## src/rtl/mstk_pkg.sv

```systemverilog
// Shared constants and types for the minimum spanning tree core.
`timescale 1ns / 1ps

package mstk_pkg;

    // Fixed field widths.
    localparam int VTX_W = 6;
    localparam int VCNT_W = 7;
    localparam int SUM_W = 22;
    localparam int CHOSEN_W = 6;

    // At most this many tree edges are emitted per run.
    localparam logic [CHOSEN_W-1:0] CHOSEN_LIMIT = 6'd63;

    // Reset value of the vertex count register.
    localparam logic [VCNT_W-1:0] VCNT_RESET = 7'd64;

    // Default sizes.
    localparam int VERTEX_CAPACITY_DEF = 64;
    localparam int EDGE_CAPACITY_DEF = 256;
    localparam int WEIGHT_BITS_DEF = 16;

    // Datapath operations, one per controller state.
    typedef enum logic [3:0] {
        OP_LOAD,
        OP_INIT,
        OP_SKEY,
        OP_SKEYW,
        OP_SCMP,
        OP_SPUT,
        OP_EFETCH,
        OP_ELOAD,
        OP_FA,
        OP_FB,
        OP_UNION,
        OP_SUM
    } t_op;

    typedef struct packed {
        t_op op;
    } t_cmd;

    typedef struct packed {
        logic last_fire;
        logic init_done;
        logic idx_done;
        logic shift;
        logic j_last;
        logic in_range;
        logic root_hit;
        logic merge;
        logic out_free;
    } t_status;

endpackage

```

## src/rtl/mstk_ctrl.sv

```systemverilog
// Controller state machine for the minimum spanning tree core.
`timescale 1ns / 1ps

module mstk_ctrl (
    input  logic              i_clk,
    input  logic              i_rst_n,
    input  mstk_pkg::t_status i_status,
    output mstk_pkg::t_cmd    o_cmd
);

    typedef enum logic [11:0] {
        S_LOAD   = 12'b000000000001,
        S_INIT   = 12'b000000000010,
        S_SKEY   = 12'b000000000100,
        S_SKEYW  = 12'b000000001000,
        S_SCMP   = 12'b000000010000,
        S_SPUT   = 12'b000000100000,
        S_EFETCH = 12'b000001000000,
        S_ELOAD  = 12'b000010000000,
        S_FA     = 12'b000100000000,
        S_FB     = 12'b001000000000,
        S_UNION  = 12'b010000000000,
        S_SUM    = 12'b100000000000
    } t_state;

    t_state r_state;
    t_state n_state;

    // Next state.
    always_comb begin
        n_state = r_state;
        case (r_state)
            S_LOAD:   if (i_status.last_fire) n_state = S_INIT;
            S_INIT:   if (i_status.init_done) n_state = S_SKEY;
            S_SKEY:   n_state = i_status.idx_done ? S_EFETCH : S_SKEYW;
            S_SKEYW:  n_state = S_SCMP;
            S_SCMP:   if (!i_status.shift || i_status.j_last) n_state = S_SPUT;
            S_SPUT:   n_state = S_SKEY;
            S_EFETCH: n_state = i_status.idx_done ? S_SUM : S_ELOAD;
            S_ELOAD:  n_state = i_status.in_range ? S_FA : S_EFETCH;
            S_FA:     if (i_status.root_hit) n_state = S_FB;
            S_FB:     if (i_status.root_hit) n_state = S_UNION;
            S_UNION:  if (!i_status.merge || i_status.out_free) n_state = S_EFETCH;
            S_SUM:    if (i_status.out_free) n_state = S_LOAD;
            default:  n_state = S_LOAD;
        endcase
    end

    always_ff @(posedge i_clk) begin
        if (!i_rst_n) begin
            r_state <= S_LOAD;
        end else begin
            r_state <= n_state;
        end
    end

    // Operation issued to the datapath.
    always_comb begin
        case (r_state)
            S_LOAD:   o_cmd.op = mstk_pkg::OP_LOAD;
            S_INIT:   o_cmd.op = mstk_pkg::OP_INIT;
            S_SKEY:   o_cmd.op = mstk_pkg::OP_SKEY;
            S_SKEYW:  o_cmd.op = mstk_pkg::OP_SKEYW;
            S_SCMP:   o_cmd.op = mstk_pkg::OP_SCMP;
            S_SPUT:   o_cmd.op = mstk_pkg::OP_SPUT;
            S_EFETCH: o_cmd.op = mstk_pkg::OP_EFETCH;
            S_ELOAD:  o_cmd.op = mstk_pkg::OP_ELOAD;
            S_FA:     o_cmd.op = mstk_pkg::OP_FA;
            S_FB:     o_cmd.op = mstk_pkg::OP_FB;
            S_UNION:  o_cmd.op = mstk_pkg::OP_UNION;
            S_SUM:    o_cmd.op = mstk_pkg::OP_SUM;
            default:  o_cmd.op = mstk_pkg::OP_LOAD;
        endcase
    end

endmodule

```

## config.mk

```make
export PLATFORM = sky130hd
export DESIGN_NAME = mstk_ctrl
export DESIGN_NICKNAME = d
export VERILOG_FILES = /design/src/rtl/mstk_pkg.sv /design/src/rtl/mstk_ctrl.sv
export SDC_FILE = /design/constraint.sdc
export NUM_CORES = 1
export LEC_CHECK = 0
export BUFFER_PORTS_ARGS = -buffer_cell sky130_fd_sc_hd__clkbuf_2
export CELL_PAD_IN_SITES_DETAIL_PLACEMENT = 2
export CELL_PAD_IN_SITES_GLOBAL_PLACEMENT = 2
export CORE_MARGIN = 2
export CORE_UTILIZATION = 31
export DETAILED_ROUTE_END_ITERATION = 12
export HOLD_SLACK_MARGIN = 0.15
export PLACE_DENSITY_LB_ADDON = 0.1
export SLEW_MARGIN = 20
export SYNTH_ARGS = -nofsm -noshare
export SYNTH_HDL_FRONTEND = slang
export SYNTH_SLANG_ARGS = --single-unit
```

## constraint.sdc

```tcl
create_clock -name i_clk -period 2.6 [get_ports i_clk]
set_input_delay 0.26 -clock i_clk [delete_from_list [all_inputs] [get_ports i_clk]]
set_output_delay 0.26 -clock i_clk [all_outputs]
set_load 0.03 [all_outputs]
```

==> flow_summary_export.csv, run 1 <==
group,metric,value,unit
clocking,hold_buffers,0,
critical_path,slowest_stage,"or4_4",
power_and_ir_drop,leakage,0.000471,µW
logic_synthesis,ys_ff_latch,12,
power_and_ir_drop,power_frac_seq,41.7,%
clocking,cts_buffers,3,
finish,regMostFlops,"r_state",
power_and_ir_drop,cellPowerDensity,423,nW/µm²
timing,whs,0.243,ns
route,wl_per_cell,19.2,µm
clocking,htree_num_levels,1,
clocking,cts_tree,"done",
critical_path,crit_path_start,"r_state[6]",
timing,slew-limit-headroom,60.8,%
global_routing,grt_pass1_wl,5160,µm
clocking,clock-sinks,12,
global_routing,grt_max_degree,12,
hold_path,hold_class,"input pin to flop",
clocking,cts_buffer_depth,2,
critical_path,critPathKind,"flop to primary output",
place,place_hpwl,2420,µm
finish,fin_util,42.2,%
timing,period_share,98.4,%
timing,skew,0.00654,ns
finish,nets,152,
route,drt_iter0_drc,28,
logic_synthesis,mappedNetlistArea,898,µm²
floorplanning,die_w,57.8,µm
place,port_buffers,14,
power_and_ir_drop,p_sw,154,µW
route,route.detailed.drc,0,
clocking,clk_latency,0.28,ns
critical_path,reg2reg_depth,7,
global_routing,gr-total-overflow,0,
route,viasPerCell,5.80,
timing,maxSlewViolCount,0,
finish,areaGrowthSynthToFinish,29.7,%
run,maxCapViolations,0,
logic_synthesis,yosysWarnings,0,
finish,largest_reg_flops,12,
hold_path,min_path_cells,2,
floorplanning,die_area,3340,µm²
critical_path,worstPathRequired,2.34,ns
floorplanning,initial_utilization,32.6,%
critical_path,path_max_fanout,5,
critical_path,crit_chain,"or4_4 > buf_6 > or3_4 > or3b_4 > nand4_1 > clkbuf_8",
global_routing,antenna_found_initial,0,
route,dr.pass1.iters,4,
logic_synthesis,syn_area_per_cell,7.81,µm²
timing,timing.fmax,391,MHz
finish,top_regs,"r_state: 12 flops",
power_and_ir_drop,pwr-share-clk,31.1,%
floorplanning,rows,19,
place,post-place-ws,0.160,ns
route,antenna_left,0,
clocking,cts-root-buf,"clkbuf_4",
finish,drive_above_1_share,37.9,%
floorplanning,ioPinCount,15,
logic_synthesis,synth_cells,115,
critical_path,crit_path_end_kind,"primary output",
critical_path,rr_startpoint,"r_state[6]",
floorplanning,fp.dieH,57.8,µm
timing,fin_crit,2.56,ns
clocking,clk_pin_slew,0.08,ns
logic_synthesis,syn-num-nets,126,
critical_path,r2r_setup_slack,0.27,ns
place,gp_congestion,0.770,
hold_path,worstHoldStart,"i_status[6]",
logic_synthesis,synth.yosys.seq_area_share,26.7,%
critical_path,critPathLaunchType,"flop",
power_and_ir_drop,peakVddDrop,0.302,mV
power_and_ir_drop,internal-power,339,µW
finish,diodes,0,
route,vias,991,
timing,setup_violations,0,
timing,hold_violations,0,
critical_path,slowest_delay,0.55,ns
power_and_ir_drop,p_total,493,µW
critical_path,worstPathArrival,2.30,ns
power_and_ir_drop,combPwrFrac,27.2,%
timing,finalWorstSetupSlack,0.0419,ns
floorplanning,design.core.area,2760,µm²
global_routing,grt_pass1_vias,1042,
route,drt-total-wl,3280,µm
logic_synthesis,yosysUniqueCellTypes,39,
power_and_ir_drop,swShare,31.3,%
timing,tightest_slew,0.572,ns
status,outcome,"finished, final reports clean",
global_routing,grt_usage,20.1,%
cell type report:
class	count	area (µm²)
Timing Repair Buffer	28	194
Clock buffer	4	36.3
Inverter	2	7.51
Tap cell	31	38.8
Sequential cell	12	244
Fill cell	324	1590
Multi-Input combinational cell	94	644
through the flow:
step / area [µm²] / setup TNS [ns] / instances
floorplan: 898 / 0 / 115
global placement: 1060 / 0 / 166
detailed placement: 1060 / 0 / 166
CTS: 1140 / 0 / 170
global route: 1160 / -0.0197 / 171
finish: 1160 / 0 / 171
power groups by stage:
stage	Sequential [µW]	Clock, µW	Combinational (µW)
after floorplan	201	0	79.9
after global placement	205	0	115
after detailed placement	206	0	118
after CTS	204	159	130
after global routing	207	166	146
final	205	154	134
cell families after synthesis:
group / Yosys count / synth area share, %
simple gates: 66 / 45.8
compound gates: 22 / 15.9
flops: 12 / 26.7
buf+inv: 9 / 5.71
xor+xnor: 6 / 5.85
cell usage in the layout, fill, tap and decap left out, types with 2 or more instances in the layout:
| master | count |
|---|---|
| buf_4 | 13 |
| clkbuf_2 | 12 |
| nor2_1 | 11 |
| o21ai_0 | 9 |
| dfxtp_1 | 9 |
| nand2_1 | 6 |
| nand3_1 | 5 |
| xor2_1 | 4 |
| nor4_1 | 4 |
| nor3_1 | 4 |
| or4_4 | 3 |
| nand2b_1 | 3 |
| nor4b_1 | 3 |
| or2_2 | 3 |
| nand4b_1 | 3 |
| a2111oi_0 | 3 |
| a21oi_1 | 3 |
| clkbuf_4 | 3 |
| dfxtp_2 | 3 |
| nand3b_1 | 2 |
| or3_4 | 2 |
| xnor2_1 | 2 |
| nand4_1 | 2 |
| o21a_1 | 2 |
| or3b_2 | 2 |
| nor2b_1 | 2 |
| inv_1 | 2 |
| and3_1 | 2 |
| clkbuf_8 | 2 |
| buf_6 | 2 |
path summary, 6_finish.rpt:
path                       to
setup / recovery     o_cmd[0]
hold / removal     r_state[7]
hold reg to reg   r_state[11]
setup reg to reg   r_state[0]
per-layer routing:
layer	up-vias	share of wire (%)	routed length, µm	global-route usage, %
met3	2	2.6	84	3.35
met5	-	0	0	0
met2	11	51	1680	36.7
met4	0	0.34	11	1.99
met1	497	46	1500	25.7
li1	481	-	-	-
worst max-delay path, delay by kind of cell, from the launching register on:
kind,cells,cell delay [ns]
flip-flops,1,0.33
AND/OR/NAND/NOR,4,1.39
buffers and inverters,2,0.32
timing repair:
| action | in CTS | in global routing |
|---|---|---|
| gates resized for setup | 11 | 6 |
| setup endpoints to repair | 2 | 2 |
| setup buffers | 0 | 1 |
| pin swaps | 0 | 2 |
Yosys cell counts, drive strengths merged:
cell     instances  share of area, %
or4b             1               1.1
nand2b           3               2.1
o21ai            9               5.0
nor4b            4               3.9
a2111oi          3               2.9
or2              4               2.8
nor4             5               3.5
inv              2              0.84
nor2b            2               1.4
or3b             3               2.9
o211ai           1              0.84
or3              2               2.1
buf              4               3.6
a31oi            1              0.70
nor2            11               4.6
nand4b           3               2.9
o21a             2               1.7
o32a             1               1.1
o31a             1              0.98
xnor2            2               2.0
a31o             1              0.98
dfxtp           12                27
nand2            6               2.5
nand3b           2               1.7
and2             1              0.70
nand4            2               1.4
or4              5               4.7
xor2             4               3.9
nor3             5               3.3
clkbuf           3               1.3
and3             2               1.4
a21oi            3               1.7
nand3            5               2.8
(Power assumes the default switching activity.)
==> run 2, diff against run 1 <==
--- a/config.mk
+++ b/config.mk
@@ -10,5 +10,6 @@
 export CELL_PAD_IN_SITES_GLOBAL_PLACEMENT = 2
 export CORE_MARGIN = 2
-export CORE_UTILIZATION = 31
+export CORE_UTILIZATION = 33
+export CTS_BUF_LIST = sky130_fd_sc_hd__clkbuf_8
 export DETAILED_ROUTE_END_ITERATION = 12
 export HOLD_SLACK_MARGIN = 0.15
==> constraint.sdc (replaced) <==
create_clock -name i_clk -period 2.6 [get_ports i_clk]
set_input_delay 0.26 -clock i_clk [delete_from_list [all_inputs] [get_ports i_clk]]
set_output_delay 0.26 -clock i_clk [all_outputs]
set_load 0.01 [all_outputs]
==> run 2 against run 1 <==
Net effect: fmax is 0.78% higher; critical endpoint unchanged; cell count is 2.3% lower; combinational power rose by 4%; register-to-register slack about the same; worst setup slack gained 0.020 ns; sequential share of layout area is 0.59 points higher; sequential power decreased by 4%; clock power is 36% higher; largest power group is now clock; clock-buffer cell count did not move.
==> flow_summary_export.csv, run 2 (same netlist as run 1, synthesis figures left out) <==
group,metric,value,unit
power_and_ir_drop,combPwrFrac,25.7,%
place,port_buffers,14,
finish,final_cell_mix,"clkbuf_2 (14), nor2_1 (11), buf_4 (11), dfxtp_1 (10), o21ai_0 (9)",
finish,drive_above_1_share,35.0,%
timing,fin_crit,2.54,ns
hold_path,min_path_cells,3,
global_routing,antenna_found_initial,0,
global_routing,grt_usage,23.0,%
floorplanning,fp.dieH,56.2,µm
place,post-place-ws,0.231,ns
clocking,cts_tree,"done",
floorplanning,die_area,3160,µm²
critical_path,reg2reg_depth,6,
floorplanning,initial_utilization,35.6,%
clocking,cts-root-buf,"clkbuf_8",
route,wl_per_cell,19.6,µm
critical_path,crit_path_end_kind,"primary output",
finish,nets,149,
route,drt_iter0_drc,32,
route,vias,988,
power_and_ir_drop,swShare,29.5,%
global_routing,grt_pass1_wl,5600,µm
floorplanning,ioPinCount,15,
place,dpl.cell_count,163,
clocking,cts_buffers,3,
critical_path,rr_startpoint,"r_state[1]",
critical_path,critPathLaunchType,"flop",
timing,timing.fmax,394,MHz
run,maxCapViolations,0,
finish,fill_cells,303,
finish,final-seq-area,243,µm²
clocking,clk_pin_slew,0.05,ns
route,antenna_left,0,
critical_path,worstPathArrival,2.28,ns
timing,hold_violations,0,
route,drt-total-wl,3270,µm
floorplanning,rows,18,
finish,areaGrowthSynthToFinish,25.5,%
power_and_ir_drop,power_frac_seq,36.0,%
finish,top_regs,"r_state: 12 flops",
place,gp_congestion,0.807,
floorplanning,die_w,56.2,µm
timing,period_share,97.6,%
global_routing,grt_pass1_vias,1076,
timing,finalWorstSetupSlack,0.0617,ns
finish,fin_util,44.7,%
timing,maxSlewViolCount,0,
critical_path,r2r_setup_slack,0.26,ns
finish,mostFrequentLayoutCell,"clkbuf_2",
timing,tightest_slew,0.604,ns
critical_path,critPathKind,"flop to primary output",
clocking,cts_buffer_depth,2,
timing,slew-limit-headroom,58.7,%
power_and_ir_drop,leakage,0.000457,µW
clocking,clock-sinks,12,
global_routing,gr-total-overflow,0,
hold_path,holdPathEnd,"r_state[8]",
route,route.detailed.drc,0,
timing,rsz0062_at_grt,"true",
finish,largest_reg_flops,12,
route,viasPerCell,5.92,
clocking,htree_num_levels,1,
timing,tns,0,ns
finish,diodes,0,
power_and_ir_drop,p_sw,161,µW
place,place_hpwl,2420,µm
critical_path,r2r_end,"r_state[0]",
finish,layoutNonFillerInstCount,167,
power_and_ir_drop,peakVddDrop,0.352,mV
power_and_ir_drop,internal-power,385,µW
clocking,hold_buffers,0,
finish,regMostFlops,"r_state",
hold_path,worstHoldStart,"i_status[3]",
hold_path,hold_class,"input pin to flop",
critical_path,path_max_fanout,7,
floorplanning,design.core.area,2520,µm²
power_and_ir_drop,cellPowerDensity,484,nW/µm²
route,dr.pass1.iters,4,
power_and_ir_drop,pwr-share-clk,38.4,%
global_routing,grt_max_degree,12,
critical_path,worstPathRequired,2.34,ns
clocking,clk_latency,0.24,ns
status,outcome,"finished, final reports clean",
finish,multi_input_area,632,µm²
timing,setup_violations,0,
timing,skew,0.00436,ns
-- run 2: changes by cell type in the layout (fill, tap and decap cells not counted), sizes merged --
| cell | previous run | this run |
|---|---|---|
| clkbuf | 17 | 18 |
| buf | 15 | 11 |
-- run 2: layout make-up --
class	count	share of cell area [%]
timing repair buffer	25	13.5
clock buffer	4	4.88
tap	30	3.33
sequential	12	21.5
multi-input combinational	94	56.0
inverter	2	0.666
-- run 2: power groups by stage --
stage	sequential (µW)	clock [µW]	combinational, µW
floorplan	201	0	77.4
global placement	199	0	122
detailed placement	200	0	130
CTS	197	215	139
global route	197	227	156
finish	196	209	140
-- run 2: critical path, cell delays in order (launching register included) --
cell,delay (ns)
dfxtp_2,0.35
or4_4,0.53
buf_4,0.17
or3_4,0.34
or3b_4,0.41
nand4_1,0.09
clkbuf_2,0.14
-- run 2: worst max-delay path by stage --
stage,from,endpoint,slack (ns),cells after the start
after floorplan,r_state[9],o_cmd[0],0.34,6
after global placement,r_state[9],o_cmd[0],0.28,6
after detailed placement,r_state[5],o_cmd[0],0.23,6
after CTS,r_state[6],o_cmd[0],0.01,6
after global routing,r_state[5],o_cmd[0],-0.02,6
final,r_state[5],o_cmd[0],0.06,6
-- run 2: routing by layer --
metal,vias up,wire [µm],global-route usage [%]
met5,-,0,0
li1,477,-,-
met4,0,28,5.78
met1,490,1460,28.7
met2,17,1680,39.8
met3,4,90,4.88
-- run 2: stage by stage --
step | total power [µW] | hold slack [ns] | area [µm²]
after floorplan | 278 | 0.337 | 898
after global placement | 321 | 0.507 | 1040
after detailed placement | 330 | 0.519 | 1040
after CTS | 551 | 0.270 | 1120
after global routing | 580 | 0.270 | 1130
final | 546 | 0.271 | 1130
-- run 2: what timing repair did --
item | 4_1_cts | 5_1_grt
gates resized for setup | 5 | 2
pin swaps | 0 | 1
buffers inserted | 0 | 0
setup endpoints to repair | 2 | 2
